$ cat src/hdl/opp_pkg.sv
// ----------------------------------------------------------------------------
// opp_pkg
// Shared widths, register indexes and datapath control types of the
// onset peak picker.
// ----------------------------------------------------------------------------
package opp_pkg;

    localparam int STRENGTH_W = 16;
    localparam int OFFSET_W   = 18;
    localparam int GAIN_W     = 16;
    localparam int HALF_W     = 5;
    localparam int POS_W      = 16;
    localparam int CFG_IDX_W  = 2;
    localparam int CFG_DATA_W = 18;
    localparam int DIFF_W     = OFFSET_W + 1;  // strength minus offset
    localparam int FRAC_W     = 12;            // gain fraction bits

    // register indexes
    localparam logic [CFG_IDX_W-1:0] CFG_OFFSET = 2'd0;
    localparam logic [CFG_IDX_W-1:0] CFG_GAIN   = 2'd1;
    localparam logic [CFG_IDX_W-1:0] CFG_MHALF  = 2'd2;
    localparam logic [CFG_IDX_W-1:0] CFG_PHALF  = 2'd3;

    localparam logic signed [OFFSET_W-1:0] OFFSET_RESET = '0;
    localparam logic [GAIN_W-1:0]          GAIN_RESET   = 16'd4096;
    localparam logic [HALF_W-1:0]          HALF_RESET   = 5'd2;

    localparam logic [POS_W-1:0] POS_MAX = '1;

    // sequencer to datapath
    typedef struct packed {
        logic start;      // clear accumulator, arm peak flag
        logic cur_load;   // read data is the value under decision
        logic acc_add;    // accumulate one window entry
        logic use_first;  // substitute first value / skip entry
        logic mul_gain;   // gain * window sum
        logic mul_span;   // (value - offset) * span
        logic cmp_thr;    // threshold compare
        logic peak_chk;   // neighbour compare
    } t_dp_ctrl;

    typedef struct packed {
        logic above;
        logic peak;
    } t_dp_stat;

endpackage

$ cat src/hdl/opp_ram.sv
// ----------------------------------------------------------------------------
// opp_ram
// Generic single write port, single read port RAM with registered read.
// ----------------------------------------------------------------------------
module opp_ram #(
    parameter int WIDTH = 16,
    parameter int DEPTH = 64
) (
    input  logic                     i_clk,
    input  logic                     i_we,
    input  logic [$clog2(DEPTH)-1:0] i_waddr,
    input  logic [WIDTH-1:0]         i_wdata,
    input  logic [$clog2(DEPTH)-1:0] i_raddr,
    output logic [WIDTH-1:0]         o_rdata
);

    logic [WIDTH-1:0] r_mem [DEPTH];
    logic [WIDTH-1:0] r_rdata;

    always_ff @(posedge i_clk) begin
        if (i_we) begin
            r_mem[i_waddr] <= i_wdata;
        end
        r_rdata <= r_mem[i_raddr];
    end

    assign o_rdata = r_rdata;

endmodule

$ cat src/hdl/opp_dp.sv
// ----------------------------------------------------------------------------
// opp_dp
// Shared datapath: window accumulator, one multiplier used twice per
// decision, and one signed comparator for threshold and neighbour tests.
// ----------------------------------------------------------------------------
module opp_dp #(
    parameter int SUM_W  = 22,
    parameter int SPAN_W = 6
) (
    input  logic                                 i_clk,
    input  opp_pkg::t_dp_ctrl                    i_ctrl,
    input  logic [opp_pkg::STRENGTH_W-1:0]       i_rdata,
    input  logic [opp_pkg::STRENGTH_W-1:0]       i_first,
    input  logic signed [opp_pkg::OFFSET_W-1:0]  i_offset,
    input  logic [opp_pkg::GAIN_W-1:0]           i_gain,
    input  logic [SPAN_W-1:0]                    i_span,
    output opp_pkg::t_dp_stat                    o_stat
);
    import opp_pkg::*;

    localparam int XW = ((SUM_W > DIFF_W) ? SUM_W : DIFF_W) + 1;
    localparam int YW = ((GAIN_W > SPAN_W) ? GAIN_W : SPAN_W) + 1;
    localparam int PW = XW + YW;
    localparam int CW = PW + FRAC_W;

    logic [STRENGTH_W-1:0]    r_cur;
    logic [SUM_W-1:0]         r_acc;
    logic signed [PW-1:0]     r_pa;   // gain * sum
    logic signed [PW-1:0]     r_pb;   // (value - offset) * span
    logic                     r_above;
    logic                     r_peak;

    logic [STRENGTH_W-1:0]    add_opd;
    logic signed [DIFF_W-1:0] diff;
    logic signed [XW-1:0]     mul_x;
    logic signed [YW-1:0]     mul_y;
    logic signed [PW-1:0]     prod;
    logic signed [CW-1:0]     cmp_a;
    logic signed [CW-1:0]     cmp_b;
    logic                     gt;

    assign add_opd = i_ctrl.use_first ? i_first : i_rdata;
    assign diff    = $signed({{(DIFF_W-STRENGTH_W){1'b0}}, r_cur})
                   - $signed({i_offset[OFFSET_W-1], i_offset});

    always_comb begin
        if (i_ctrl.mul_gain) begin
            mul_x = XW'({1'b0, r_acc});
            mul_y = YW'({1'b0, i_gain});
        end else begin
            mul_x = XW'(diff);
            mul_y = YW'({1'b0, i_span});
        end
    end

    assign prod = mul_x * mul_y;

    // threshold: value*span*4096 > offset*span*4096 + gain*sum
    always_comb begin
        if (i_ctrl.cmp_thr) begin
            cmp_a = {r_pb, {FRAC_W{1'b0}}};
            cmp_b = CW'(r_pa);
        end else begin
            cmp_a = CW'({1'b0, i_rdata});
            cmp_b = CW'({1'b0, r_cur});
        end
    end

    assign gt = cmp_a > cmp_b;

    always_ff @(posedge i_clk) begin
        if (i_ctrl.cur_load) begin
            r_cur <= i_rdata;
        end
        if (i_ctrl.start) begin
            r_acc  <= '0;
            r_peak <= 1'b1;
        end else begin
            if (i_ctrl.acc_add) begin
                r_acc <= r_acc + SUM_W'(add_opd);
            end
            if (i_ctrl.peak_chk && gt) begin
                r_peak <= 1'b0;
            end
        end
        if (i_ctrl.mul_gain) begin
            r_pa <= prod;
        end
        if (i_ctrl.mul_span) begin
            r_pb <= prod;
        end
        if (i_ctrl.cmp_thr) begin
            r_above <= gt;
        end
    end

    assign o_stat.above = r_above;
    assign o_stat.peak  = r_peak;

endmodule

$ cat src/hdl/onset_peak_picker.sv
// ----------------------------------------------------------------------------
// onset_peak_picker
// Adaptive-threshold peak picking over a stream of onset-strength values.
// ----------------------------------------------------------------------------
// Usage
//   Input channel (i_in_valid / o_in_stall) takes one strength value per
//   transaction; i_final_value marks the last value of a sequence. Output
//   channel (o_out_valid / i_out_stall) returns one decision per position,
//   in position order, with o_final_result on the last one of a sequence.
//   A position is decided once max(M,P) later values are in, or when the
//   final value arrives, which flushes every open position.
//   Timing: the block takes one value, then stalls input while it works.
//   Each decision picks the oldest open position, sums its window (one
//   history RAM read per entry), forms the two products on the shared
//   multiplier and does the compare, scans the neighbours (skipped if
//   below threshold) and emits.
//   Receiver stall: a decision waits in the emit step until the output
//   register is free; input is accepted while a finished result waits.
//   Reset (synchronous, active low) clears counters, handshake state and
//   registers to their reset values; history RAM contents are not cleared.
// ----------------------------------------------------------------------------
module onset_peak_picker #(
    parameter int MAX_HALF_WINDOW = 16,
    parameter int HISTORY_DEPTH   = 64
) (
    input  logic                                i_clk,
    input  logic                                i_rst_n,
    // configuration
    input  logic                                i_cfg_we,
    input  logic [opp_pkg::CFG_IDX_W-1:0]       i_cfg_index,
    input  logic [opp_pkg::CFG_DATA_W-1:0]      i_cfg_data,
    // input channel
    input  logic                                i_in_valid,
    output logic                                o_in_stall,
    input  logic [opp_pkg::STRENGTH_W-1:0]      i_strength,
    input  logic                                i_final_value,
    // output channel
    output logic                                o_out_valid,
    input  logic                                i_out_stall,
    output logic                                o_onset,
    output logic [opp_pkg::POS_W-1:0]           o_position,
    output logic                                o_final_result
);
    import opp_pkg::*;

    localparam int DEPTH_HALF = (HISTORY_DEPTH - 1) / 2;
    localparam int WIN_CAP    = (MAX_HALF_WINDOW < DEPTH_HALF) ? MAX_HALF_WINDOW
                                                               : DEPTH_HALF;
    localparam int AW     = $clog2(HISTORY_DEPTH);
    localparam int RW     = AW + 2;                  // signed ring arithmetic
    localparam int OW     = $clog2(WIN_CAP + 2);     // open position count
    localparam int KW     = OW + 1;                  // signed window offset
    localparam int MW     = (HALF_W > $clog2(WIN_CAP + 1)) ? HALF_W
                                                           : $clog2(WIN_CAP + 1);
    localparam int DW     = (MW > OW) ? MW : OW;
    localparam int SPAN_W = $clog2(2 * WIN_CAP + 2);
    localparam int SUM_W  = STRENGTH_W + SPAN_W;
    localparam int DKW    = POS_W + 2;

    localparam logic signed [RW-1:0] HD_S = RW'(HISTORY_DEPTH);

    // sequencer states
    localparam logic [2:0] S_IDLE  = 3'd0;
    localparam logic [2:0] S_CHECK = 3'd1;
    localparam logic [2:0] S_SUM   = 3'd2;
    localparam logic [2:0] S_MUL1  = 3'd3;
    localparam logic [2:0] S_MUL2  = 3'd4;
    localparam logic [2:0] S_CMP   = 3'd5;
    localparam logic [2:0] S_PEAK  = 3'd6;
    localparam logic [2:0] S_EMIT  = 3'd7;

    logic [2:0]                   r_state;
    logic [2:0]                   n_state;

    // configuration registers
    logic signed [OFFSET_W-1:0]   r_offset;
    logic [GAIN_W-1:0]            r_gain;
    logic [HALF_W-1:0]            r_mhw;
    logic [HALF_W-1:0]            r_phw;

    // sequence state
    logic [STRENGTH_W-1:0]        r_first;
    logic [POS_W-1:0]             r_recv;
    logic [POS_W-1:0]             r_dec;
    logic [OW-1:0]                r_open;
    logic [AW-1:0]                r_wr;
    logic                         r_fin;

    // window walk
    logic signed [KW-1:0]         r_k;
    logic                         r_pend;
    logic                         r_cur_pend;
    logic                         r_sub;

    // output register
    logic                         r_out_valid;
    logic                         r_out_onset;
    logic [POS_W-1:0]             r_out_pos;
    logic                         r_out_fin;

    logic [MW-1:0]                mhw_ext;
    logic [MW-1:0]                phw_ext;
    logic [MW-1:0]                m_cap;
    logic [MW-1:0]                p_cap;
    logic [MW-1:0]                dly;
    logic signed [KW-1:0]         m_s;
    logic signed [KW-1:0]         p_s;
    logic [SPAN_W-1:0]            span;
    logic                         in_acc;
    logic                         out_free;
    logic                         decide;
    logic signed [KW-1:0]         k_sel;
    logic signed [RW-1:0]         raw;
    logic signed [RW-1:0]         ring;
    logic [AW-1:0]                rd_addr;
    logic signed [DKW-1:0]        dk;
    logic                         beyond;
    logic                         sub_sum;
    logic                         sub_peak;
    logic [STRENGTH_W-1:0]        rdata;
    t_dp_ctrl                     dp_ctrl;
    t_dp_stat                     dp_stat;

    // window sizes saturate at what the history ring can hold
    assign mhw_ext = MW'(r_mhw);
    assign phw_ext = MW'(r_phw);
    assign m_cap   = (mhw_ext > MW'(WIN_CAP)) ? MW'(WIN_CAP) : mhw_ext;
    assign p_cap   = (phw_ext > MW'(WIN_CAP)) ? MW'(WIN_CAP) : phw_ext;
    assign dly     = (m_cap > p_cap) ? m_cap : p_cap;
    assign m_s     = KW'(m_cap);
    assign p_s     = KW'(p_cap);
    assign span    = SPAN_W'({m_cap, 1'b1});

    assign in_acc   = i_in_valid && (r_state == S_IDLE);
    assign out_free = !r_out_valid || !i_out_stall;
    // oldest open position is ready once enough later values are in, or the final value is in
    assign decide   = (r_open != '0) && (r_fin || (DW'(r_open) > DW'(dly)));

    // ring slot of the oldest open position plus offset k
    assign k_sel = (r_state == S_CHECK) ? '0 : r_k;
    assign raw   = RW'({1'b0, r_wr}) - RW'({1'b0, r_open}) + RW'(k_sel);

    always_comb begin
        if (raw < 0) begin
            ring = raw + HD_S;
        end else if (raw >= HD_S) begin
            ring = raw - HD_S;
        end else begin
            ring = raw;
        end
    end

    assign rd_addr = ring[AW-1:0];

    // window edges: before the sequence, and past the newest value
    assign dk       = DKW'({1'b0, r_dec}) + DKW'(r_k);
    assign beyond   = r_k >= $signed({1'b0, r_open});
    assign sub_sum  = (dk <= 0) || beyond;
    assign sub_peak = dk[DKW-1] || beyond;

    opp_ram #(
        .WIDTH (STRENGTH_W),
        .DEPTH (HISTORY_DEPTH)
    ) u_hist (
        .i_clk   (i_clk),
        .i_we    (in_acc),
        .i_waddr (r_wr),
        .i_wdata (i_strength),
        .i_raddr (rd_addr),
        .o_rdata (rdata)
    );

    always_comb begin
        dp_ctrl           = '0;
        dp_ctrl.start     = (r_state == S_CHECK) && decide;
        dp_ctrl.cur_load  = r_cur_pend;
        dp_ctrl.acc_add   = r_pend && (r_state == S_SUM);
        dp_ctrl.use_first = r_sub;
        dp_ctrl.mul_gain  = (r_state == S_MUL1);
        dp_ctrl.mul_span  = (r_state == S_MUL2);
        dp_ctrl.cmp_thr   = (r_state == S_CMP);
        dp_ctrl.peak_chk  = r_pend && (r_state == S_PEAK) && !r_sub;
    end

    opp_dp #(
        .SUM_W  (SUM_W),
        .SPAN_W (SPAN_W)
    ) u_dp (
        .i_clk    (i_clk),
        .i_ctrl   (dp_ctrl),
        .i_rdata  (rdata),
        .i_first  (r_first),
        .i_offset (r_offset),
        .i_gain   (r_gain),
        .i_span   (span),
        .o_stat   (dp_stat)
    );

    always_comb begin
        n_state = r_state;
        unique case (r_state)
            S_IDLE: begin
                if (in_acc) n_state = S_CHECK;
            end
            S_CHECK: begin
                n_state = decide ? S_SUM : S_IDLE;
            end
            S_SUM: begin
                if (r_k > m_s) n_state = S_MUL1;
            end
            S_MUL1: n_state = S_MUL2;
            S_MUL2: n_state = S_CMP;
            S_CMP:  n_state = S_PEAK;
            S_PEAK: begin
                // below threshold: no neighbour scan
                if (!dp_stat.above || (r_k > p_s)) n_state = S_EMIT;
            end
            S_EMIT: begin
                if (out_free) n_state = S_CHECK;
            end
        endcase
    end

    always_ff @(posedge i_clk) begin
        if (!i_rst_n) begin
            r_state     <= S_IDLE;
            r_offset    <= OFFSET_RESET;
            r_gain      <= GAIN_RESET;
            r_mhw       <= HALF_RESET;
            r_phw       <= HALF_RESET;
            r_first     <= '0;
            r_recv      <= '0;
            r_dec       <= '0;
            r_open      <= '0;
            r_wr        <= '0;
            r_fin       <= 1'b0;
            r_k         <= '0;
            r_pend      <= 1'b0;
            r_cur_pend  <= 1'b0;
            r_sub       <= 1'b0;
            r_out_valid <= 1'b0;
        end else begin
            r_state    <= n_state;
            // read data of this cycle's window entry arrives next cycle
            r_pend     <= ((r_state == S_SUM) && (r_k <= m_s)) ||
                          ((r_state == S_PEAK) && dp_stat.above && (r_k <= p_s));
            r_cur_pend <= (r_state == S_CHECK) && decide;

            if (i_cfg_we) begin
                unique case (i_cfg_index)
                    CFG_OFFSET: r_offset <= $signed(i_cfg_data[OFFSET_W-1:0]);
                    CFG_GAIN:   r_gain   <= i_cfg_data[GAIN_W-1:0];
                    CFG_MHALF:  r_mhw    <= i_cfg_data[HALF_W-1:0];
                    CFG_PHALF:  r_phw    <= i_cfg_data[HALF_W-1:0];
                endcase
            end

            if ((r_state == S_EMIT) && out_free) begin
                r_out_valid <= 1'b1;
            end else if (!i_out_stall) begin
                r_out_valid <= 1'b0;
            end

            unique case (r_state)
                S_IDLE: begin
                    if (in_acc) begin
                        if (r_recv == '0) r_first <= i_strength;
                        r_wr   <= (r_wr == AW'(HISTORY_DEPTH - 1)) ? '0 : r_wr + AW'(1);
                        r_open <= r_open + OW'(1);
                        if (r_recv != POS_MAX) r_recv <= r_recv + POS_W'(1);
                        r_fin  <= i_final_value;
                    end
                end
                S_CHECK: begin
                    if (decide) begin
                        r_k <= -m_s;
                    end else if (r_fin) begin
                        // sequence flushed: next value starts at position 0
                        r_recv  <= '0;
                        r_dec   <= '0;
                        r_open  <= '0;
                        r_first <= '0;
                    end
                end
                S_SUM: begin
                    if (r_k <= m_s) begin
                        r_sub <= sub_sum;
                        r_k   <= r_k + KW'(1);
                    end
                end
                S_MUL1, S_MUL2: begin
                end
                S_CMP: begin
                    r_k <= -p_s;
                end
                S_PEAK: begin
                    if (dp_stat.above && (r_k <= p_s)) begin
                        r_sub <= sub_peak;
                        r_k   <= r_k + KW'(1);
                    end
                end
                S_EMIT: begin
                    if (out_free) begin
                        r_open <= r_open - OW'(1);
                        if (r_dec != POS_MAX) r_dec <= r_dec + POS_W'(1);
                    end
                end
            endcase
        end
    end

    // output payload, loaded with the valid flag
    always_ff @(posedge i_clk) begin
        if ((r_state == S_EMIT) && out_free) begin
            r_out_onset <= dp_stat.above && dp_stat.peak;
            r_out_pos   <= r_dec;
            r_out_fin   <= r_fin && (r_open == OW'(1));
        end
    end

    assign o_in_stall     = (r_state != S_IDLE);
    assign o_out_valid    = r_out_valid;
    assign o_onset        = r_out_onset;
    assign o_position     = r_out_pos;
    assign o_final_result = r_out_fin;

endmodule

$ cat config.mk
export PLATFORM = sky130hd
export DESIGN_NAME = onset_peak_picker
export DESIGN_NICKNAME = d
export VERILOG_FILES = /design/src/hdl/opp_pkg.sv /design/src/hdl/opp_ram.sv /design/src/hdl/opp_dp.sv /design/src/hdl/onset_peak_picker.sv
export SDC_FILE = /design/constraint.sdc
export NUM_CORES = 2
export LEC_CHECK = 0
export ABC_AREA = 1
export BUFFER_PORTS_ARGS = -buffer_cell sky130_fd_sc_hd__buf_2
export CORE_ASPECT_RATIO = 1.2
export CORE_MARGIN = 1
export CORE_UTILIZATION = 31
export CTS_CLUSTER_DIAMETER = 40
export DETAILED_ROUTE_END_ITERATION = 6
export GPL_TIMING_DRIVEN = 0
export PLACE_DENSITY = 0.44
export SETUP_SLACK_MARGIN = 0.15
export SLEW_MARGIN = 20
export SYNTH_ARGS = -nofsm -noshare
export SYNTH_HDL_FRONTEND = slang
export SYNTH_SLANG_ARGS = --single-unit
$ cat constraint.sdc
create_clock -name i_clk -period 10.8 [get_ports i_clk]
set_input_delay 1.08 -clock i_clk [delete_from_list [all_inputs] [get_ports i_clk]]
set_output_delay 1.08 -clock i_clk [all_outputs]
set_load 0.05 [all_outputs]
==> impl_results.md <==
- Global route overflow: 0
- Synth Cell Area: 70000 sq um
- 1st-iter DRT viols: 4315
- Setup Buffers After CTS: 0
- Hold Buf Count CTS: 0
- Final hold violations: 0
- Largest net degree at the start of global routing: 51
- CTS buffer count: 226
- Post-Synth Simple-Gate Area: 0.119
- GR Util All Layers: 0.211
- Clock Pin Slew Worst Setup and Hold Paths: 50 ps
- Hold crit path type: reg -> reg
- Max Fclk: 107 MHz
- Setup violators final: 0
- Share of cells above drive strength 1: 0.0942
- Synth Warn #: 0
- Pins Over Slew Limit: 0
- Initial core utilization: 0.313
- Most frequent cells in the layout: edfxtp_1, nor2_1, inv_1
- CP max-delay cell: buf_1
- Final TNS setup: 0 ps
- First-pass GRT wire length: 351000 um
- Compound-Gate Fraction of Synth Area: 0.0994
- Cells after synthesis: 6519
- Clk_lat worst skew: 860 ps
- Worst path arrival time: 9990 ps
- Maximum clock insertion buffer count: 3
- Leading cell type in the layout, fill and taps excluded: edfxtp_1
- Clock Sinks: 1295
- Drc violations: 0
- Critical path class: reg -> reg
- Post-synthesis sequential area ratio: 0.533
- Fraction of registers with async set/reset: 0
- Period Utilization, post-route: 0.867
- FF+latch count, synth: 1295
- Die X: 436 um
- Avg WL per Cell: 24.0 um
- Layout Utilization: 0.373
- Outcome: completed
- P&R area growth vs syn: 19.4%
- Synth Area in Adders: 0.148
- Antenna Nets Post-Route: 0
- CP max stage delay: 830 ps
- Vias: 50400
- Post-synthesis mux area share: 0.0289
- Fillers: 22200
- Storage element area: 37300 sq um
- HPWL Detailed: 180000 um
- Synth Area in XOR/XNOR: 0.0111
- Largest family of logic cells by synthesized area: adder cells
- Crit start category: register
- RSZ-0062 raised after global routing: no
- Post-CTS sizing: 0
- Final GP Congestion: 0.931
- Crit-path max FO: 15
- Total of max-cap violations: 0
- Tmin final: 9360 ps
- CTS tree: built
- PortBufs: 60
- Final hold slack: 449 ps
- Core footprint: 224000 sq um
- Via density: 5.01
- Post-synth EDFFs: 1139
- DIE HEIGHT: 523 um
- Crit path max-delay family: adder cells
- Root buffer cell: clkbuf_16
- Ys flop type: edfxtp_1
- H-tree depth: 4
- CP bufs+invs: 8
- DRT Pass-1 Iters: 6
- Setup crit end kind: register
- Die ar.: 228000 sq um
- Initial antenna violation count: 7
- Num ports: 62
- # rows: 190
- Clock Skew: 88.8 ps
- Post-synthesis cell type count: 54
- Worst slew pin tran: 1160 ps
- Critical Path RT: 11430 ps
- Synth Area per Inst: 10.7 sq um
- WL final: 242000 um
- Vias in the first global route: 51200
- Slew HR: 0.222
- Fin nets: 7541
- Multi-input logic area: 28800 sq um
## synth_stat cells, types with 3 or more instances
library cell | n | area, sq um
nand3_1 | 285 | 1430
fa_1 | 363 | 7270
or2_2 | 6 | 37.5
and3_1 | 3 | 18.8
buf_2 | 36 | 180
clkinv_1 | 8 | 30.0
o21a_1 | 7 | 52.6
nor3_1 | 42 | 210
edfxtp_1 | 1139 | 34200
mux2i_1 | 190 | 1900
clkbuf_1 | 230 | 863
a21o_1 | 16 | 120
dfxtp_1 | 156 | 3120
a21boi_0 | 4 | 30.0
xor2_1 | 52 | 455
o21ai_0 | 500 | 2500
o221ai_1 | 180 | 1580
a21oi_1 | 232 | 1160
ha_1 | 247 | 3090
a31oi_1 | 49 | 307
nor2_1 | 933 | 3500
buf_1 | 20 | 75.1
o22ai_1 | 3 | 18.8
inv_1 | 804 | 3020
o21bai_1 | 11 | 82.6
mux2_2 | 11 | 124
xnor2_1 | 33 | 289
inv_2 | 11 | 41.3
nand3b_1 | 7 | 52.6
nor4_1 | 14 | 87.6
nand2_1 | 740 | 2780
nand4_1 | 24 | 150
o211ai_1 | 87 | 653
o21ai_1 | 8 | 40.0
a211oi_1 | 28 | 210
a22oi_1 | 16 | 120
## tightest hold or removal path, delay by kind of cell (launching register included)
kind | cells | cell delay [ps]
flip-flops | 1 | 310
AND/OR/NAND/NOR | 2 | 100
## layout make-up
type                    instances  share of cell area
flip-flops and latches       1295               0.447
multi-input cells            4132               0.344
clock buffers                 260              0.0711
well taps                    2976              0.0445
inverters                     823              0.0370
clock inverters               168              0.0272
repair buffers                124              0.0160
plain buffers                 287              0.0136
diodes                          3           0.0000898
## cell families (layout without fill, tap and decap cells)
group                      after synthesis  in the layout
and+or+nand+nor                       2064           2064
DFF                                   1295           1295
AOI/OAI and AO/OA                     1150           1150
buffers and inverters                 1110           1662
adders and majority gates              610            610
muxes                                  201            201
xor gates and xnor gates                87             87
other                                    2             23
## through the flow
| stage | setup slack (ps) | cell area, sq um | cells |
|---|---|---|---|
| global route | 842 | 83600 | 10100 |
| global placement | -471 | 74100 | 9573 |
| CTS | 1380 | 83600 | 10100 |
| floorplan | 3160 | 70100 | 6537 |
| finish | 1440 | 83600 | 10100 |
| detailed placement | 1470 | 75400 | 9637 |
## routing by layer
layer | track usage | wire (um) | vias to the layer above
li1 | - | - | 23300
met1 | 0.265 | 101000 | 25200
met2 | 0.365 | 119000 | 1517
met3 | 0.0292 | 11700 | 412
met4 | 0.0842 | 9690 | 0
met5 | 0 | 0 | -
## worst paths after layout
check	startpoint	to	slack (ps)	cells past startpoint
setup / recovery	u_dp.r_cur[0]	u_dp.r_pa[39]	1440	32
hold / removal	u_dp.r_peak	u_dp.r_peak	450	2
setup reg to reg	u_dp.r_cur[0]	u_dp.r_pa[39]	1440	32
hold reg to reg	u_dp.r_peak	u_dp.r_peak	450	2
## state kept, by name, indices dropped and copies added, names as in the netlist, 3 cells and up
signal,cells
r_first,16
u_dp.r_pb,40
o_position,16
r_gain,16
u_dp.r_pa,40
r_recv,16
u_hist.r_mem,1024
u_dp.r_acc,22
u_hist.o_rdata,16
u_dp.r_cur,16
phw_ext,5
r_k,6
mhw_ext,5
r_offset,18
r_dec,16
r_wr,6
r_state,3
r_open,5
Power is not shown: default switching activity piles up to over one toggle a cycle in this logic, so the estimate is an artifact.
